File: config.mk
export PLATFORM = sky130hd
export DESIGN_NAME = sensor_packet_framer_crc16
export DESIGN_NICKNAME = d
export VERILOG_FILES = /design/src/hw/rtl/spf_pkg.sv /design/src/hw/rtl/spf_front.sv /design/src/hw/rtl/spf_queue.sv /design/src/hw/rtl/spf_back.sv /design/src/hw/rtl/sensor_packet_framer_crc16.sv
export VERILOG_INCLUDE_DIRS = /design/src /design/src/hw/rtl
export SDC_FILE = /design/constraint.sdc
export NUM_CORES = 1
export LEC_CHECK = 0
export BUFFER_PORTS_ARGS = -buffer_cell sky130_fd_sc_hd__buf_2
export CAP_MARGIN = 40
export CORE_MARGIN = 4
export CORE_UTILIZATION = 35
export DETAILED_ROUTE_END_ITERATION = 7
export SLEW_MARGIN = 5
export SYNTH_ARGS = -nofsm -noshare
export SYNTH_HDL_FRONTEND = slang
export SYNTH_SLANG_ARGS = --single-unit
File: constraint.sdc
create_clock -name clock -period 2.9 [get_ports clock]
set_input_delay 0.58 -clock clock [delete_from_list [all_inputs] [get_ports clock]]
set_output_delay 0.58 -clock clock [all_outputs]
set_load 0.05 [all_outputs]
File: src/hw/rtl/sensor_packet_framer_crc16_defines.svh
// sensor_packet_framer_crc16_defines.svh
// Assertion macros shared by the framer RTL; no dependencies.
`ifndef SENSOR_PACKET_FRAMER_CRC16_DEFINES_SVH
`define SENSOR_PACKET_FRAMER_CRC16_DEFINES_SVH

// condition a implies condition c in the same cycle
`define SPF_ASSERT_IMP(lbl, clk, rst, a, c) \
   lbl: assert property (@(posedge clk) disable iff (rst) (a) |-> (c)) \
      else $error("%m: check failed");

// condition a implies condition c in the next cycle
`define SPF_ASSERT_NEXT(lbl, clk, rst, a, c) \
   lbl: assert property (@(posedge clk) disable iff (rst) (a) |=> (c)) \
      else $error("%m: check failed");

`endif

File: src/hw/rtl/spf_pkg.sv
// spf_pkg.sv
// Types, frame constants and the CRC-16/MODBUS byte update for the framer.
// No dependencies.
`timescale 1ns / 1ps
`default_nettype none

package spf_pkg;

   // frame marker bytes and crc constants
   localparam logic [7:0]  MARK_START  = 8'h55;
   localparam logic [7:0]  MARK_HEADER = 8'hAA;
   localparam logic [7:0]  MARK_END    = 8'h33;
   localparam logic [7:0]  PAD_BYTE    = 8'h00;
   localparam logic [15:0] CRC_INIT    = 16'hFFFF;
   localparam logic [15:0] CRC_POLY    = 16'hA001;

   // byte positions within one frame
   typedef logic [3:0] frame_idx_type;
   localparam frame_idx_type IDX_START  = 4'd0;
   localparam frame_idx_type IDX_HEADER = 4'd1;
   localparam frame_idx_type IDX_PPM_LO = 4'd2;
   localparam frame_idx_type IDX_PPM_HI = 4'd3;
   localparam frame_idx_type IDX_FLAGS  = 4'd4;
   localparam frame_idx_type IDX_SEQ    = 4'd5;
   localparam frame_idx_type IDX_PAD    = 4'd6;
   localparam frame_idx_type IDX_CRC_LO = 4'd7;
   localparam frame_idx_type IDX_CRC_HI = 4'd8;
   localparam frame_idx_type IDX_END    = 4'd9;

   // one classified measurement waiting for serialisation
   typedef struct packed {
      logic [15:0] ppm;
      logic [7:0]  flags;
      logic [7:0]  seq;
   } frame_fields_type;

   // reflected crc-16 update over one byte, lsb first
   function automatic logic [15:0] crc_byte(input logic [15:0] crc, input logic [7:0] b);
      logic [15:0] c;
      c = crc ^ {8'h00, b};
      for (int k = 0; k < 8; k++) begin
         if (c[0]) begin
            c = (c >> 1) ^ CRC_POLY;
         end else begin
            c = c >> 1;
         end
      end
      return c;
   endfunction

endpackage

`default_nettype wire

File: src/hw/rtl/spf_front.sv
// spf_front.sv
// Request side: takes measurements, builds the flags byte and stamps the sequence count.
// Depends on spf_pkg and the assertion macros.
`timescale 1ns / 1ps
`default_nettype none
`include "sensor_packet_framer_crc16_defines.svh"

module spf_front (
   input  wire logic                      clock,
   input  wire logic                      reset,
   input  wire logic                      req_tvalid,
   output logic                           req_tready,
   input  wire logic [23:0]               req_tdata,
   input  wire logic                      q_full,
   output logic                           q_push,
   output spf_pkg::frame_fields_type      q_wdata
);

   logic [7:0] seq_ff;
   logic [7:0] seq_in;

   // accept whenever the queue has room
   assign req_tready = !q_full;
   assign q_push     = req_tvalid && req_tready;

   // classify the request into frame fields
   always_comb begin
      q_wdata.ppm   = req_tdata[15:0];
      q_wdata.flags = {4'b0000, req_tdata[19], req_tdata[18], req_tdata[17:16]};
      q_wdata.seq   = seq_ff;
   end

   // sequence count, wraps naturally at 255
   assign seq_in = q_push ? seq_ff + 8'd1 : seq_ff;

   always_ff @(posedge clock) begin
      if (reset) begin
         seq_ff <= 8'd0;
      end else begin
         seq_ff <= seq_in;
      end
   end

   `SPF_ASSERT_NEXT(a_seq_step, clock, reset, q_push, seq_ff == $past(seq_ff) + 8'd1)
   `SPF_ASSERT_NEXT(a_seq_hold, clock, reset, !q_push, seq_ff == $past(seq_ff))

endmodule

`default_nettype wire

File: src/hw/rtl/spf_queue.sv
// spf_queue.sv
// Short register queue between the request side and the frame serialiser.
// Depends on spf_pkg and the assertion macros.
`timescale 1ns / 1ps
`default_nettype none
`include "sensor_packet_framer_crc16_defines.svh"

module spf_queue #(
   parameter int DEPTH = 2
) (
   input  wire logic                      clock,
   input  wire logic                      reset,
   input  wire logic                      push,
   input  wire spf_pkg::frame_fields_type wdata,
   output logic                           full,
   input  wire logic                      pop,
   output logic                           not_empty,
   output spf_pkg::frame_fields_type      rdata
);

   localparam int PtrW = (DEPTH > 1) ? $clog2(DEPTH) : 1;
   localparam int CntW = $clog2(DEPTH + 1);
   localparam logic [PtrW-1:0] LastPtr = PtrW'(DEPTH - 1);
   localparam logic [CntW-1:0] DepthCnt = CntW'(DEPTH);

   spf_pkg::frame_fields_type entry_ff [DEPTH];
   logic [PtrW-1:0] wr_ptr_ff, wr_ptr_in;
   logic [PtrW-1:0] rd_ptr_ff, rd_ptr_in;
   logic [CntW-1:0] count_ff, count_in;
   logic            do_push;
   logic            do_pop;

   assign full      = (count_ff == DepthCnt);
   assign not_empty = (count_ff != '0);
   assign rdata     = entry_ff[rd_ptr_ff];
   assign do_push   = push && !full;
   assign do_pop    = pop && not_empty;

   // pointer and fill count update
   always_comb begin
      wr_ptr_in = wr_ptr_ff;
      rd_ptr_in = rd_ptr_ff;
      count_in  = count_ff;
      if (do_push) begin
         wr_ptr_in = (wr_ptr_ff == LastPtr) ? '0 : wr_ptr_ff + PtrW'(1);
      end
      if (do_pop) begin
         rd_ptr_in = (rd_ptr_ff == LastPtr) ? '0 : rd_ptr_ff + PtrW'(1);
      end
      if (do_push && !do_pop) begin
         count_in = count_ff + CntW'(1);
      end else if (do_pop && !do_push) begin
         count_in = count_ff - CntW'(1);
      end
   end

   always_ff @(posedge clock) begin
      if (reset) begin
         wr_ptr_ff <= '0;
         rd_ptr_ff <= '0;
         count_ff  <= '0;
      end else begin
         wr_ptr_ff <= wr_ptr_in;
         rd_ptr_ff <= rd_ptr_in;
         count_ff  <= count_in;
      end
   end

   // entry storage, payload only
   always_ff @(posedge clock) begin
      if (do_push) begin
         entry_ff[wr_ptr_ff] <= wdata;
      end
   end

   `SPF_ASSERT_IMP(a_count_range, clock, reset, 1'b1, count_ff <= DepthCnt)
   `SPF_ASSERT_IMP(a_no_lost_push, clock, reset, push, !full)

endmodule

`default_nettype wire

File: src/hw/rtl/spf_back.sv
// spf_back.sv
// Frame serialiser: emits ten bytes per measurement and folds bytes 1 to 6 into the crc.
// Depends on spf_pkg and the assertion macros.
`timescale 1ns / 1ps
`default_nettype none
`include "sensor_packet_framer_crc16_defines.svh"

module spf_back (
   input  wire logic                      clock,
   input  wire logic                      reset,
   input  wire logic                      q_not_empty,
   input  wire spf_pkg::frame_fields_type q_rdata,
   output logic                           q_pop,
   output logic                           rsp_tvalid,
   input  wire logic                      rsp_tready,
   output logic [7:0]                     rsp_tdata,
   output logic                           rsp_tlast
);

   spf_pkg::frame_idx_type idx_ff, idx_in;
   logic [15:0] crc_ff, crc_in;
   logic        valid_ff, valid_in;
   logic [7:0]  data_ff, data_in;
   logic        last_ff, last_in;
   logic        load;
   logic        at_end;

   // output register is free when empty or being taken
   assign load   = q_not_empty && (!valid_ff || rsp_tready);
   assign at_end = (idx_ff == spf_pkg::IDX_END);
   assign q_pop  = load && at_end;

   // byte selection for the current position
   always_comb begin
      unique case (idx_ff)
         spf_pkg::IDX_START:  data_in = spf_pkg::MARK_START;
         spf_pkg::IDX_HEADER: data_in = spf_pkg::MARK_HEADER;
         spf_pkg::IDX_PPM_LO: data_in = q_rdata.ppm[7:0];
         spf_pkg::IDX_PPM_HI: data_in = q_rdata.ppm[15:8];
         spf_pkg::IDX_FLAGS:  data_in = q_rdata.flags;
         spf_pkg::IDX_SEQ:    data_in = q_rdata.seq;
         spf_pkg::IDX_PAD:    data_in = spf_pkg::PAD_BYTE;
         spf_pkg::IDX_CRC_LO: data_in = crc_ff[7:0];
         spf_pkg::IDX_CRC_HI: data_in = crc_ff[15:8];
         default:             data_in = spf_pkg::MARK_END;
      endcase
   end

   // position, crc and output valid next values
   always_comb begin
      idx_in   = idx_ff;
      crc_in   = crc_ff;
      valid_in = valid_ff;
      last_in  = last_ff;
      if (load) begin
         valid_in = 1'b1;
         last_in  = at_end;
         idx_in   = at_end ? spf_pkg::IDX_START : idx_ff + 4'd1;
         if (idx_ff == spf_pkg::IDX_START) begin
            crc_in = spf_pkg::CRC_INIT;
         end else if (idx_ff <= spf_pkg::IDX_PAD) begin
            crc_in = spf_pkg::crc_byte(crc_ff, data_in);
         end
      end else if (rsp_tready) begin
         valid_in = 1'b0;
      end
   end

   always_ff @(posedge clock) begin
      if (reset) begin
         idx_ff   <= spf_pkg::IDX_START;
         valid_ff <= 1'b0;
         last_ff  <= 1'b0;
      end else begin
         idx_ff   <= idx_in;
         valid_ff <= valid_in;
         last_ff  <= last_in;
      end
   end

   // payload registers
   always_ff @(posedge clock) begin
      crc_ff <= crc_in;
      if (load) begin
         data_ff <= data_in;
      end
   end

   assign rsp_tvalid = valid_ff;
   assign rsp_tdata  = data_ff;
   assign rsp_tlast  = last_ff;

   `SPF_ASSERT_IMP(a_idx_range, clock, reset, 1'b1, idx_ff <= spf_pkg::IDX_END)
   `SPF_ASSERT_NEXT(a_pop_last, clock, reset, q_pop, valid_ff && last_ff)
   `SPF_ASSERT_IMP(a_last_at_start, clock, reset, last_ff, idx_ff == spf_pkg::IDX_START)

endmodule

`default_nettype wire

File: src/hw/rtl/sensor_packet_framer_crc16.sv
// Gas sensor packet framer. Each accepted request carries one measurement and
// produces a 10-byte frame on the response channel: 0x55, 0xAA, ppm low, ppm
// high, flags, sequence, 0x00, crc low, crc high, 0x33, with tlast on the
// final byte. The crc is CRC-16/MODBUS over bytes 1 to 6, computed as the
// frame goes out, one byte per cycle from the output register while the
// response channel does not stall; a new measurement starts only after the
// last byte of a frame. Up to QUEUE_DEPTH measurements are queued,
// including the one being sent, which is popped with its last byte, so with
// QUEUE_DEPTH above 1 requests are taken while a frame is still being sent.
// The sequence byte starts at 0 after reset and wraps from 255 to 0.
//
// sensor_packet_framer_crc16.sv
// Top level: connects request side, queue and frame serialiser; depends on spf_pkg.
`timescale 1ns / 1ps
`default_nettype none

module sensor_packet_framer_crc16 #(
   parameter int QUEUE_DEPTH = 2
) (
   input  wire logic        clock,
   input  wire logic        reset,
   input  wire logic        req_tvalid,
   output logic             req_tready,
   // [15:0] ppm reading, [17:16] alarm level, [18] system on, [19] relay on, [23:20] zero
   input  wire logic [23:0] req_tdata,
   output logic             rsp_tvalid,
   input  wire logic        rsp_tready,
   // [7:0] frame_byte
   output logic [7:0]       rsp_tdata,
   output logic             rsp_tlast
);

   spf_pkg::frame_fields_type q_wdata;
   spf_pkg::frame_fields_type q_rdata;
   logic q_push;
   logic q_full;
   logic q_pop;
   logic q_not_empty;

   // request side
   spf_front u_front (
      .clock      (clock),
      .reset      (reset),
      .req_tvalid (req_tvalid),
      .req_tready (req_tready),
      .req_tdata  (req_tdata),
      .q_full     (q_full),
      .q_push     (q_push),
      .q_wdata    (q_wdata)
   );

   // measurement queue
   spf_queue #(
      .DEPTH (QUEUE_DEPTH)
   ) u_queue (
      .clock     (clock),
      .reset     (reset),
      .push      (q_push),
      .wdata     (q_wdata),
      .full      (q_full),
      .pop       (q_pop),
      .not_empty (q_not_empty),
      .rdata     (q_rdata)
   );

   // frame serialiser
   spf_back u_back (
      .clock       (clock),
      .reset       (reset),
      .q_not_empty (q_not_empty),
      .q_rdata     (q_rdata),
      .q_pop       (q_pop),
      .rsp_tvalid  (rsp_tvalid),
      .rsp_tready  (rsp_tready),
      .rsp_tdata   (rsp_tdata),
      .rsp_tlast   (rsp_tlast)
   );

endmodule

`default_nettype wire
### After elaboration in Yosys (flattened, before gate mapping)

Memories as Yosys holds them, arrays and structs flattened. A register that Yosys moved wholly into a read port is not among the register bits.
Cells that the tools add are included.

| cells by class | value |
|---|---|
| bitwise gates (word level) | 9 |
| reductions and logical operators | 18 |
| add/subtract/negate cells | 6 |
| magnitude comparators | 1 |
| equality and inequality tests | 10 |
| mux-type cells | 42 |

Operator list:

| cell | count |
|---|---|
| 16-bit 2-to-1 mux | 30 |
| 8-bit one-hot mux with 9 select lines | 1 |
| 2-bit NOT with 3-bit output | 8 |
| 4-bit by 3-bit equality test with 1-bit output, second input constant | 4 |
| 16-bit by 8-bit XOR with 16-bit output | 1 |
| 8-bit by 1-bit adder with 8-bit output, second input constant | 1 |
| 4-bit by 2-bit equality test with 1-bit output, second input constant | 2 |
| 4-bit equality test, second input constant | 2 |
| 1-bit 2-to-1 mux | 8 |
| 2-bit nonzero test | 4 |
| 1-bit logical AND | 7 |
| 4-bit by 1-bit adder with 4-bit output, second input constant | 1 |
| 4-bit by 1-bit equality test with 1-bit output, second input constant | 1 |
| 4-bit by 3-bit less-or-equal comparator with 1-bit output, second input constant | 1 |
| 1-bit logical NOT | 4 |
| 4-bit logical NOT | 1 |
| 2-bit 2-to-1 mux | 2 |
| 4-bit 2-to-1 mux | 1 |
| 1-bit adder, second input constant | 2 |
| 2-bit by 1-bit adder with 2-bit output, second input constant | 1 |
| 2-bit equality test, second input constant | 1 |
| 2-bit AND reduction | 1 |
| 2-bit by 1-bit subtractor with 2-bit output, second input constant | 1 |
| 1-bit logical OR | 1 |

| storage, ports and cells | value |
|---|---|
| output and inout bits | 11 |
| RAM bits | 56 |
| memories | 1 |
| input bits | 28 |
| word-level logic and storage cells | 96 |
| bits in registers | 42 |

Memories:

| name | words | bits a word | read ports | clocked after memory_dff | wr ports | line | RTL |
|---|---|---|---|---|---|---|---|
| u_queue.entry_ff | 2 | 28 | 1 | 1 | 1 | spf_queue.sv:26 | `spf_pkg::frame_fields_type entry_ff [DEPTH];` |

### Longest topological paths before layout

Gate-level depths: netlist of the first run.

| depth | value |
|---|---|
| depth in word-level cells | 41 |
| mapped depth | 10 |
| gate-level depth less buffers | 8 |

### Cells and area by module

A second synthesis of the first run with hierarchy kept.

| unflattened totals | value |
|---|---|
| cell total of the unflattened synthesis | 399 |
| area total of the unflattened synthesis | 5072.4 um^2 |

Modules (own cells, without submodules):

| module | area each (um^2) | seq. area each (um^2) | cells an instance | times used |
|---|---|---|---|---|
| spf_queue | 2528.7 | 2021.9 | 125 | 1 |
| spf_back | 1993.2 | 840.8 | 209 | 1 |
| spf_front | 550.5 | 160.2 | 65 | 1 |

### Worst setup path before layout of the first run

Ideal clock, no wire load.

| timing | value |
|---|---|
| path type | register -> register |
| start | register u_queue.count_ff[0] |
| end | memory u_queue.entry_ff[0][0] (netlist name) (enable) |
| clock period less this slack | 3.071 ns |
| stages on the path, launching flop included | 5 |
| arrival time | 2.655 ns |
| library setup time | 0.416 ns |
| buffers on the path | 1 |
| setup slack | -0.171 ns |
| cells stage by stage | dfxtp_1 -> nand2b_1 -> and2_1 -> clkbuf_1 -> nor2b_1 |

| between the ends | value |
|---|---|
| word-level cells in the longest chain between the ends | 6 |

Ends and longest elaborated chain:

| element | line | RTL |
|---|---|---|
| start, declared | spf_queue.sv:29 | `logic [CntW-1:0] count_ff, count_in;` |
| start signal, assigned | spf_queue.sv:65 | `count_ff <= count_in;` |
| 2-bit equality test | spf_queue.sv:33 | `assign full = (count_ff == DepthCnt);` |
| 1-bit logical NOT | spf_front.sv:23 | `assign req_tready = !q_full;` |
| named net req_tready | sensor_packet_framer_crc16.sv:23 | `output logic req_tready,` |
| 1-bit logical AND | spf_front.sv:24 | `assign q_push = req_tvalid && req_tready;` |
| named net q_push | sensor_packet_framer_crc16.sv:35 | `logic q_push;` |
| 1-bit logical AND | spf_queue.sv:36 | `assign do_push = push && !full;` |
| 1-bit 2-to-1 mux | spf_queue.sv:71 | `if (do_push) begin` |
| 1-bit 2-to-1 mux (implied by the code) | spf_queue.sv:72 | `entry_ff[wr_ptr_ff] <= wdata;` |
| end, declared | spf_queue.sv:26 |  |

The timed path passes the listed nets, and every way through them passes these cells.

### Worst setup path after layout of the first run

| timing | value |
|---|---|
| start | register u_back.idx_ff[2] |
| end | register u_back.crc_ff[0], data pin |

| between the ends | value |
|---|---|
| word-level cells in the longest chain between the ends | 34 |

Ends and longest elaborated chain:

| element | line | RTL |
|---|---|---|
| start, declared | spf_back.sv:20 | `spf_pkg::frame_idx_type idx_ff, idx_in;` |
| start signal, assigned | spf_back.sv:71 | `idx_ff <= spf_pkg::IDX_START;` |
| start signal, assigned | spf_back.sv:75 | `idx_ff <= idx_in;` |
| 4-bit equality test, or another cell as far along | spf_back.sv:35 | `unique case (idx_ff)` |
| 8-bit one-hot mux with 9 select lines | spf_back.sv:35 |  |
| 16-bit by 8-bit XOR with 16-bit output | spf_pkg.sv:40 | `c = crc ^ {8'h00, b};` |
| 16-bit 2-to-1 mux or 2-bit NOT with 3-bit output (tied branches) | n/a |  |
| 16-bit 2-to-1 mux (on tied branches) | spf_back.sv:61, spf_pkg.sv:42 |  |
| 16-bit 2-to-1 mux (on tied branches) | spf_back.sv:59, spf_back.sv:61 |  |
| 16-bit 2-to-1 mux (on tied branches) | spf_back.sv:55, spf_back.sv:59 |  |
| 16-bit 2-to-1 mux, or another cell as far along | spf_pkg.sv:42 | `if (c[0]) begin` |
| (+18 left out) | n/a |  |
| 16-bit 2-to-1 mux (on tied branches) | spf_back.sv:55, spf_back.sv:59 |  |
| 2-bit NOT with 3-bit output (no line) or 16-bit 2-to-1 mux (tied branches) | n/a |  |
| 16-bit 2-to-1 mux | spf_pkg.sv:42 |  |
| 16-bit 2-to-1 mux | spf_back.sv:61 | `end else if (idx_ff <= spf_pkg::IDX_PAD) begin` |
| 16-bit 2-to-1 mux | spf_back.sv:59 | `if (idx_ff == spf_pkg::IDX_START) begin` |
| 16-bit 2-to-1 mux | spf_back.sv:55 | `if (load) begin` |
| 16-bit 2-to-1 mux | spf_pkg.sv:42 |  |
| 16-bit 2-to-1 mux | spf_back.sv:61 |  |
| end signal, assigned | spf_back.sv:83 | `crc_ff <= crc_in;` |
| end, declared | spf_back.sv:21 | `logic [15:0] crc_ff, crc_in;` |

Parallel ways exist; a longest one is shown, timed or not. The select of a mux whose other input is x is not followed.
A chain may end at the register's enable or synchronous reset.

==> summary.md, run 1 <==
| Metric | Value |
|---|---|
| Outcome | `finished clean` |
| Number of flops mapped to enable cells by yosys | `80` |
| CTS tree | `done` |
| Max VDD drop | `0.321 mV` |
| Met3 wire len | `344 um` |
| Sw power | `0.00132 W` |
| H-Tree Depth | `3` |
| Post-DP HPWL | `5900 um` |
| Via count | `2696` |
| CP arrival | `2.88 ns` |
| Setup slack, reg-to-reg | `0.09 ns` |
| Post-route cell area | `5520 um^2` |
| Routed Antenna Nets | `0` |
| DIE AREA | `14300 um^2` |
| # placed instances | `543` |
| Average vias per placed instance | `4.71` |
| R2r endpoint | `u_back.crc_ff[0]$_SDFFCE_PP1P_` |
| Fin. Hold Viols | `0` |
| Max Used Layer | `met4` |
| Hold buffers post-CTS | `0` |
| #FFs+latches synth | `99` |
| Sink Count | `99` |
| Worst Clk Skew | `0.00947 ns` |
| Final WS setup | `0.0909 ns` |
| Max Cap Violations | `0` |
| Switch share | `0.292` |
| Mean Syn Cell Area | `13.6 um^2` |
| Initial antenna violation count | `0` |
| Worst slack, placed | `-0.0228 ns` |
| CTS max path bufs | `2` |
| HP Class | `in2reg` |
| Max_slew headroom | `0.571` |
| Initial Util | `0.359` |
| Hold EP | `u_queue.entry_ff[0][16]$_DFFE_PP_` |
| Grt ovf | `0` |
| Final Net Count | `429` |
| Setup violations, final | `0` |
| Fill cells | `1108` |
| Worst-skew pair later-pin latency | `0.34 ns` |
| Worst setup SP type | `flip-flop` |
| Area after DPL | `4940 um^2` |
| Min-Delay Path Depth | `1` |
| Initial DRC count | `154` |
| DR WL met2 | `4070 um` |
| DRC viols | `0` |
| Synth Flop Type | `edfxtp_1` |
| Power Density | `821 nW/um^2` |
| YS warnings | `0` |
| R2R Path Start | `u_back.idx_ff[2]$_SDFFE_PP0P_` |
| Internal Pwr Total | `0.00321 W` |
| Fmax | `0.356 GHz` |
| Req. time, crit path | `2.97 ns` |
| Buffers on Ports | `34` |
| Largest net degree at the start of global routing | `29` |
| Fraction of final layout cells with drive strength greater than 1 | `0.329` |
| Crit path time final | `2.81 ns` |
| Global-route wire length before repair | `13500 um` |
| Die X | `119 um` |
| Final Wtd Congestion | `0.772` |
| Fin. max-slew vios | `0` |
| Synth-to-Final Area Change | `27.0%` |
| Seq/Total Area, Yosys | `0.640` |
| Max FO, Critical Path | `13` |
| Worst hold slack | `0.419 ns` |
| Clock power share | `0.252` |
| Comb pwr share | `0.336` |
| DRT Pass-1 Iters | `5` |
| Antenna diodes | `0` |
| Total CTS buffers | `9` |
| CTS Root Cell | `clkbuf_16` |
| Met1 wire length | `4110 um` |
| Synthesized area | `4350 um^2` |
| Syn Inst Count | `321` |
| Power Total | `0.00453 W` |
| Net Count, Synth | `351` |
| Post-synth cell types | `52` |
| Die height | `119 um` |
| Fin crit share | `0.969` |
| Worst R2R Path Depth | `9` |
| # IOs | `39` |
| WS Path Type | `reg2reg` |
| GRT Overall Usage | `0.122` |
| WL final | `8740 um` |
| Post-route non-filler standard cell count | `572` |
| Post-DR wirelength/cell | `15.3 um` |
| Reg clk slew, reported paths | `0.07 ns` |
| Rows | `40` |
| Seq pwr share | `0.412` |
| Slew at the pin closest to its max-slew limit | `0.634 ns` |
| Fraction of registers with async set/reset | `0` |
| Critical path capture point type | `flip-flop` |
| Leakage | `1.98 nW` |
| Vias in the first global route | `2648` |
| Core box area | `12100 um^2` |
| Hold wc startpoint | `req_tdata[4]` |
[per-layer routing]
metal  GRT usage  vias to the layer above
met3      0.0193                       15
met5           0                        -
met1       0.167                     1285
met2       0.187                       57
met4      0.0673                        0
li1            -                     1339
[power groups by stage]
| stage | Clock [W] | Combinational, W | Sequential, W |
|---|---|---|---|
| 2_1_floorplan | 0 | 0.000852 | 0.00199 |
| 3_3_place_gp | 0 | 0.00137 | 0.00189 |
| 3_5_place_dp | 0 | 0.00137 | 0.00189 |
| 4_1_cts | 0.00117 | 0.00139 | 0.00186 |
| 5_1_grt | 0.00123 | 0.00166 | 0.00189 |
| 6_report | 0.00114 | 0.00152 | 0.00187 |
[critical path, stage by stage, from the launching register on]
cell and delay [ns]:
dfxtp_2 0.36, buf_4 0.19, nor4b_1 0.55, o2bb2ai_2 0.19, a211oi_4 0.07, mux2i_2 0.32, xor2_2 0.21, xnor3_2 0.39
xor3_1 0.21, nand2_1 0.05
[worst max path at each step]
stage	from	end
after floorplan	flip-flop	u_back.crc_ff[0]$_SDFFCE_PP1P_
after global placement	flip-flop	u_back.crc_ff[0]$_SDFFCE_PP1P_
after detailed placement	flip-flop	u_back.crc_ff[0]$_SDFFCE_PP1P_
after CTS	u_back.idx_ff[3]$_SDFFE_PP0P_	u_back.crc_ff[0]$_SDFFCE_PP1P_
after global routing	flip-flop	u_back.crc_ff[0]$_SDFFCE_PP1P_
final	u_back.idx_ff[2]$_SDFFE_PP0P_	u_back.crc_ff[0]$_SDFFCE_PP1P_
[cells in the final DEF, fill, tap and decap left out, types with 2 or more instances in the layout]
cell	instances
buf_2	35
nor2_1	22
nor3_1	2
edfxtp_1	80
buf_4	43
xor2_1	10
dfxtp_1	14
a21oi_1	10
clkinv_4	2
inv_1	3
ha_1	2
clkbuf_16	11
o22ai_1	3
o21ai_0	8
o22a_1	2
nor3_2	2
and3_1	4
nor2_4	2
dfxtp_4	2
a21o_1	3
o22ai_4	2
nand2b_1	9
or3_1	4
xnor2_1	11
mux2i_2	7
mux2i_1	22
nand3_1	6
nand4_1	4
buf_8	2
clkbuf_1	2
dfxtp_2	3
or4b_4	2
nor3b_1	2
nand2_1	33
nor2b_1	3
mux2i_4	4
[what timing repair did]
action,CTS,global route
cloned,0,1
setup endpoints to repair,1,3
pin swaps,0,11
resized for setup,2,37
buffers inserted,0,13
[area by class of cell]
type,instances,area [um^2],area share
multi-input combinational,204,1640,0.297
sequential,99,2790,0.506
timing repair buffer,82,573,0.104
inverter,3,11.3,0.00204
clock inverter,3,22.5,0.00408
tap,168,210,0.0381
clock buffer,13,272,0.0492
[per-stage QoR]
step | utilization | TNS (ns)
after floorplan | - | 0
after global placement | 0.408 | -0.0298
after detailed placement | 0.408 | -0.0228
after CTS | 0.433 | 0
after global routing | 0.456 | -0.000490
final | 0.456 | 0
[sequential cells by signal (all words and copies together) (netlist names), named ones only]
name,cells
u_queue.count_ff,2
u_front.seq_ff,8
u_back.rsp_tdata,8
u_back.rsp_tvalid,1
u_back.rsp_tlast,1
u_back.crc_ff,16
u_queue.entry_ff,56
u_queue.rd_ptr_ff,1
u_queue.wr_ptr_ff,1
u_back.idx_ff,4
[cell families (layout without fill, tap and decap cells)]
kind of cell	count (synthesis)	count (layout)	synth area share
AO/OA/AOI/OAI	37	37	0.0552
multiplexers	36	36	0.0946
adder cells (fa/ha/maj)	2	2	0.00575
AND/OR/NAND/NOR	103	103	0.122
flip-flops	99	99	0.640
XOR/XNOR	26	26	0.0638
buffers and inverters	18	101	0.0190
[cells in the mapped netlist, drive strengths merged, types with 3 or more instances]
cell    instances  area share
nand2          33       0.028
and3            4      0.0058
nor2           24       0.021
or3             4      0.0058
a21o            3      0.0052
dfxtp          19       0.087
nand3           6      0.0069
buf             8       0.010
o21ai           9       0.010
edfxtp         80        0.55
clkbuf          7      0.0060
inv             3      0.0026
a21oi          10       0.012
nor3            5      0.0092
nand4           4      0.0058
xor2           11       0.024
mux2i          33       0.083
o22ai           5      0.0086
nand2b          9       0.013
xnor2          12       0.024
nor2b           4      0.0058
Note: power is estimated with default switching activity, not from simulation.
==> run 2, diff against run 1 <==
TNS_END_PERCENT = 20   (was unset)
clock period = 3.1 ns   (was 2.9 ns; I/O delays follow)
==> summary.md, run 2 (same netlist as run 1, synthesis figures left out) <==
| Metric | Value |
|---|---|
| Final Wtd Congestion | `0.792` |
| Global-route wire length before repair | `13000 um` |
| Initial Util | `0.359` |
| Req. time, crit path | `3.17 ns` |
| DIE AREA | `14300 um^2` |
| Fmax | `0.343 GHz` |
| Max_slew headroom | `0.659` |
| # IOs | `39` |
| Die height | `119 um` |
| Power Total | `0.00415 W` |
| Fin. max-slew vios | `0` |
| Final setup TNS | `0 ns` |
| Average vias per placed instance | `4.69` |
| WL final | `8250 um` |
| Post-DP HPWL | `5830 um` |
| Worst-skew pair later-pin latency | `0.34 ns` |
| Largest register FFs | `56` |
| Reg with most FFs | `u_queue.entry_ff` |
| Power Density | `795 nW/um^2` |
| Worst setup SP type | `flip-flop` |
| Die X | `119 um` |
| Grt ovf | `0` |
| Largest regs | `u_queue.entry_ff (56), u_back.crc_ff (16)` |
| Initial DRC count | `121` |
| Final WS setup | `0.182 ns` |
| Initial antenna violation count | `0` |
| Commonest non-fill, non-tap cells in the layout | `edfxtp_1, buf_2, nand2_1` |
| CTS max path bufs | `2` |
| Worst slack, placed | `0.104 ns` |
| Final Net Count | `407` |
| Buffers on Ports | `34` |
| Routed Antenna Nets | `0` |
| Via count | `2579` |
| Worst Clk Skew | `0.00784 ns` |
| RSZ-0062 raised after global routing | `no` |
| Crit path time final | `2.92 ns` |
| Reg clk slew, reported paths | `0.06 ns` |
| Max Cap Violations | `0` |
| CP arrival | `2.99 ns` |
| Post-DR wirelength/cell | `15.0 um` |
| H-Tree Depth | `3` |
| Synth-to-Final Area Change | `20.1%` |
| Max FO, Critical Path | `8` |
| # Post-CTS Setup Buffers | `0` |
| DRT Pass-1 Iters | `4` |
| Fin crit share | `0.941` |
| Core box area | `12100 um^2` |
| Antenna diodes | `0` |
| Fin. Hold Viols | `0` |
| Vias in the first global route | `2488` |
| Most common cell after layout, fill and taps aside | `edfxtp_1` |
| WS Path Type | `reg2reg` |
| Fraction of final layout cells with drive strength greater than 1 | `0.243` |
| Fill cells | `1142` |
| Largest net degree at the start of global routing | `29` |
| GRT Overall Usage | `0.120` |
| CTS tree | `done` |
| Slew at the pin closest to its max-slew limit | `0.504 ns` |
| Leakage | `1.86 nW` |
| Outcome | `finished clean` |
| Setup violations, final | `0` |
| Critical path capture point type | `flip-flop` |
| Max VDD drop | `0.294 mV` |
| Total CTS buffers | `9` |
| CTS Root Cell | `clkbuf_16` |
| DRC viols | `0` |
| Rows | `40` |
| HP Class | `reg2reg` |
| Sink Count | `99` |
==> run 2: critical path: stages (launching register included) <==
cell and delay [ns]:
dfxtp_1 0.36, buf_4 0.17, or4b_1 0.60, o22ai_2 0.23
nor3_2 0.07, buf_4 0.15, mux2i_4 0.20, xor2_2 0.18
xnor3_1 0.32, xor3_1 0.31, nand2_1 0.05
==> run 2: repair_timing <==
item	4_1_cts	5_1_grt
hold endpoints to repair	0	0
hold buffers	0	0
resized for setup	0	4
setup endpoints to repair	0	2
==> run 2: worst paths after layout <==
path / slack, ns / start / endpoint / cells past startpoint
worst max-delay path: 0.18 / u_back.idx_ff[3]$_SDFFE_PP0P_ / u_back.crc_ff[0]$_SDFFCE_PP1P_ / 10
worst max register to register: 0.18 / u_back.idx_ff[3]$_SDFFE_PP0P_ / u_back.crc_ff[0]$_SDFFCE_PP1P_ / 10
worst min register to register: 0.46 / u_back.rsp_tlast$_SDFFE_PP0P_ / u_back.rsp_tlast$_SDFFE_PP0P_ / 2
worst min-delay path: 0.46 / u_back.rsp_tlast$_SDFFE_PP0P_ / u_back.rsp_tlast$_SDFFE_PP0P_ / 2
==> run 2: final cells by class <==
class	count	area, um^2	area share
clock inverters	3	43.8	0.00838
well taps	168	210	0.0402
multi-input cells	204	1520	0.291
clock buffers	13	280	0.0536
inverters	3	11.3	0.00215
repair buffers	60	378	0.0723
flip-flops and latches	99	2780	0.532
==> run 2: metal layers <==
metal / routed length, um / global-route usage / share of wire / vias up
met5: 0 / 0 / 0 / -
met4: 180 / 0.0687 / 0.022 / 0
met3: 353 / 0.0245 / 0.043 / 12
met2: 3930 / 0.189 / 0.48 / 40
met1: 3780 / 0.155 / 0.46 / 1233
li1: - / - / - / 1294
==> run 2: stage by stage <==
stage	utilization	hold WS, ns	std cells	instance area, um^2
5_1_grt	0.432	0.458	550	5230
3_5_place_dp	0.403	0.452	534	4880
4_1_cts	0.429	0.452	550	5200
3_3_place_gp	0.403	0.445	534	4880
6_report	0.432	0.457	550	5230
2_1_floorplan	-	0.434	321	4350
==> run 2: power by group <==
group          internal (W)  leakage (nW)  switching [W]
clock              0.000713         0.162       0.000457
sequential          0.00167         0.880      0.0000787
combinational      0.000577         0.814       0.000661
total               0.00296          1.86        0.00120
==> run 3, diff against run 2 <==
--- a/config.mk
+++ b/config.mk
@@ -13,2 +13,3 @@
 export DETAILED_ROUTE_END_ITERATION = 7
+export HOLD_SLACK_MARGIN = 0.15
 export SLEW_MARGIN = 5
==> constraint.sdc (replaced) <==
create_clock -name clock -period 3.1 [get_ports clock]
set_input_delay 0.155 -clock clock [delete_from_list [all_inputs] [get_ports clock]]
set_output_delay 0.155 -clock clock [all_outputs]
set_load 0.05 [all_outputs]
==> summary.md, run 3 (same netlist as run 1, synthesis figures left out) <==
| Metric | Value |
|---|---|
| Power Total | `0.00411 W` |
| Initial DRC count | `114` |
| Buffers on Ports | `34` |
| Req. time, crit path | `3.17 ns` |
| Max_slew headroom | `0.645` |
| DIE AREA | `14300 um^2` |
| # Post-CTS Setup Buffers | `0` |
| Fmax | `0.343 GHz` |
| Largest regs | `u_queue.entry_ff (56), u_back.crc_ff (16)` |
| Final Util | `0.446` |
| Worst Clk Skew | `0.00776 ns` |
| Largest register FFs | `56` |
| Antenna diodes | `0` |
| Die X | `119 um` |
| Rows | `40` |
| Commonest non-fill, non-tap cells in the layout | `edfxtp_1, buf_2, nand2_1` |
| Final Wtd Congestion | `0.774` |
| DRT Pass-1 Iters | `4` |
| CTS Root Cell | `clkbuf_16` |
| Routed Antenna Nets | `0` |
| Sink Count | `99` |
| Hold EP | `u_front.seq_ff[0]$_SDFFE_PP0P_` |
| Reg with most FFs | `u_queue.entry_ff` |
| HP Class | `in2reg` |
| Initial antenna violation count | `0` |
| Worst R2R Path Depth | `8` |
| Slew at the pin closest to its max-slew limit | `0.532 ns` |
| Setup slack, reg-to-reg | `0.18 ns` |
| Hold wc startpoint | `reset` |
| Grt ovf | `0` |
| R2r endpoint | `u_back.crc_ff[15]$_SDFFCE_PP1P_` |
| Die height | `119 um` |
| Fin crit share | `0.942` |
| Max VDD drop | `0.287 mV` |
| Post-DP HPWL | `5850 um` |
| Average vias per placed instance | `4.69` |
| Min-Delay Path Depth | `2` |
| R2R Path Start | `u_back.idx_ff[0]$_SDFFE_PP0P_` |
| Reg clk slew, reported paths | `0.07 ns` |
| H-Tree Depth | `3` |
| DRC viols | `0` |
| WS Path Type | `reg2reg` |
| GRT Overall Usage | `0.125` |
| # IOs | `39` |
| Global-route wire length before repair | `13900 um` |
| Leakage | `1.92 nW` |
| Core box area | `12100 um^2` |
| Largest net degree at the start of global routing | `29` |
| Max FO, Critical Path | `10` |
| Fraction of final layout cells with drive strength greater than 1 | `0.228` |
| Max Cap Violations | `0` |
| Post-DR wirelength/cell | `14.8 um` |
| Fin. Hold Viols | `0` |
| Via count | `2664` |
| Vias in the first global route | `2832` |
| WL final | `8400 um` |
| CP arrival | `2.99 ns` |
| CTS tree | `done` |
| Critical path capture point type | `flip-flop` |
| Outcome | `finished clean` |
| Fin. max-slew vios | `0` |
| CTS max path bufs | `2` |
| Most common cell after layout, fill and taps aside | `edfxtp_1` |
| Total CTS buffers | `9` |
| Worst setup SP type | `flip-flop` |
| Power Density | `761 nW/um^2` |
| Worst-skew pair later-pin latency | `0.34 ns` |
| Crit path time final | `2.92 ns` |
| Fill cells | `1142` |
| Final Net Count | `425` |
| Post-route non-filler standard cell count | `568` |
| Setup violations, final | `0` |
| Synth-to-Final Area Change | `24.1%` |
| RSZ-0062 raised after global routing | `yes` |
| # placed instances | `531` |
| Initial Util | `0.359` |
-- run 3: cell types whose count changed in the layout (fill, tap and decap cells not counted), sizes merged --
cell and delta:
dlygate4sd3 +21, bufinv -1, inv +4, buf -3
clkbuf -3
-- run 3: critical path: stages, from the launching register on --
cell,delay (ns)
dfxtp_1,0.42
or4b_1,0.69
o22a_1,0.24
o221ai_1,0.14
mux2i_1,0.44
xor2_2,0.29
xnor2_2,0.18
xor2_1,0.17
nand2_1,0.07
-- run 3: per-layer routing --
metal	track usage	vias up	wire length, um	part of all wire
met4	0.0601	0	163	0.019
met1	0.159	1288	3840	0.46
li1	-	1326	-	-
met2	0.209	39	4220	0.50
met5	0	-	0	0
met3	0.0193	11	175	0.021
-- run 3: power breakdown --
group,total (W),switching (W),internal [W]
Clock,0.00111,0.000502,0.000608
Sequential,0.00175,0.0000799,0.00167
Combinational,0.00125,0.000668,0.000586
-- run 3: final cells by class --
| cell class | count | area, um^2 | area share |
|---|---|---|---|
| Clock buffer | 10 | 250 | 0.0464 |
| Clock inverter | 6 | 52.6 | 0.00974 |
| Sequential cell | 99 | 2780 | 0.516 |
| Tap cell | 168 | 210 | 0.0389 |
| Inverter | 3 | 11.3 | 0.00209 |
| Multi-Input combinational cell | 204 | 1530 | 0.283 |
| Timing Repair Buffer | 78 | 566 | 0.105 |
-- run 3: worst max-delay path by stage --
| stage | startpoint | endpoint | slack (ns) | cells past startpoint |
|---|---|---|---|---|
| 6_report | u_back.idx_ff[0]$_SDFFE_PP0P_ | u_back.crc_ff[15]$_SDFFCE_PP1P_ | 0.18 | 8 |
| 3_5_place_dp | flip-flop | u_back.crc_ff[0]$_SDFFCE_PP1P_ | 0.08 | 11 |
| 4_1_cts | flip-flop | u_back.crc_ff[0]$_SDFFCE_PP1P_ | 0.05 | 11 |
| 2_1_floorplan | u_queue.count_ff[0]$_SDFFE_PP0P_ | u_queue.entry_ff[0][0]$_DFFE_PP_ | 0.03 | 4 |
| 3_3_place_gp | flip-flop | u_back.crc_ff[0]$_SDFFCE_PP1P_ | 0.13 | 11 |
| 5_1_grt | u_back.idx_ff[0]$_SDFFE_PP0P_ | u_back.crc_ff[15]$_SDFFCE_PP1P_ | -0.02 | 8 |
-- run 3: through the flow --
stage | cell area, um^2 | hold WS [ns] | TNS [ns] | setup WS (ns)
floorplan | 4350 | 0.254 | 0 | 0.0290
global placement | 4850 | 0.346 | 0 | 0.135
detailed placement | 4850 | 0.347 | 0 | 0.0757
CTS | 5370 | 0.197 | 0 | 0.0509
global route | 5400 | 0.215 | -0.0242 | -0.0242
finish | 5400 | 0.187 | 0 | 0.180
-- run 3: repair_timing --
| action | 4_1_cts | 5_1_grt |
|---|---|---|
| setup endpoints to repair | 0 | 3 |
| endpoints found under the hold margin | 41 | 0 |
| hold buffers | 21 | 0 |
| resized for setup | 0 | 5 |
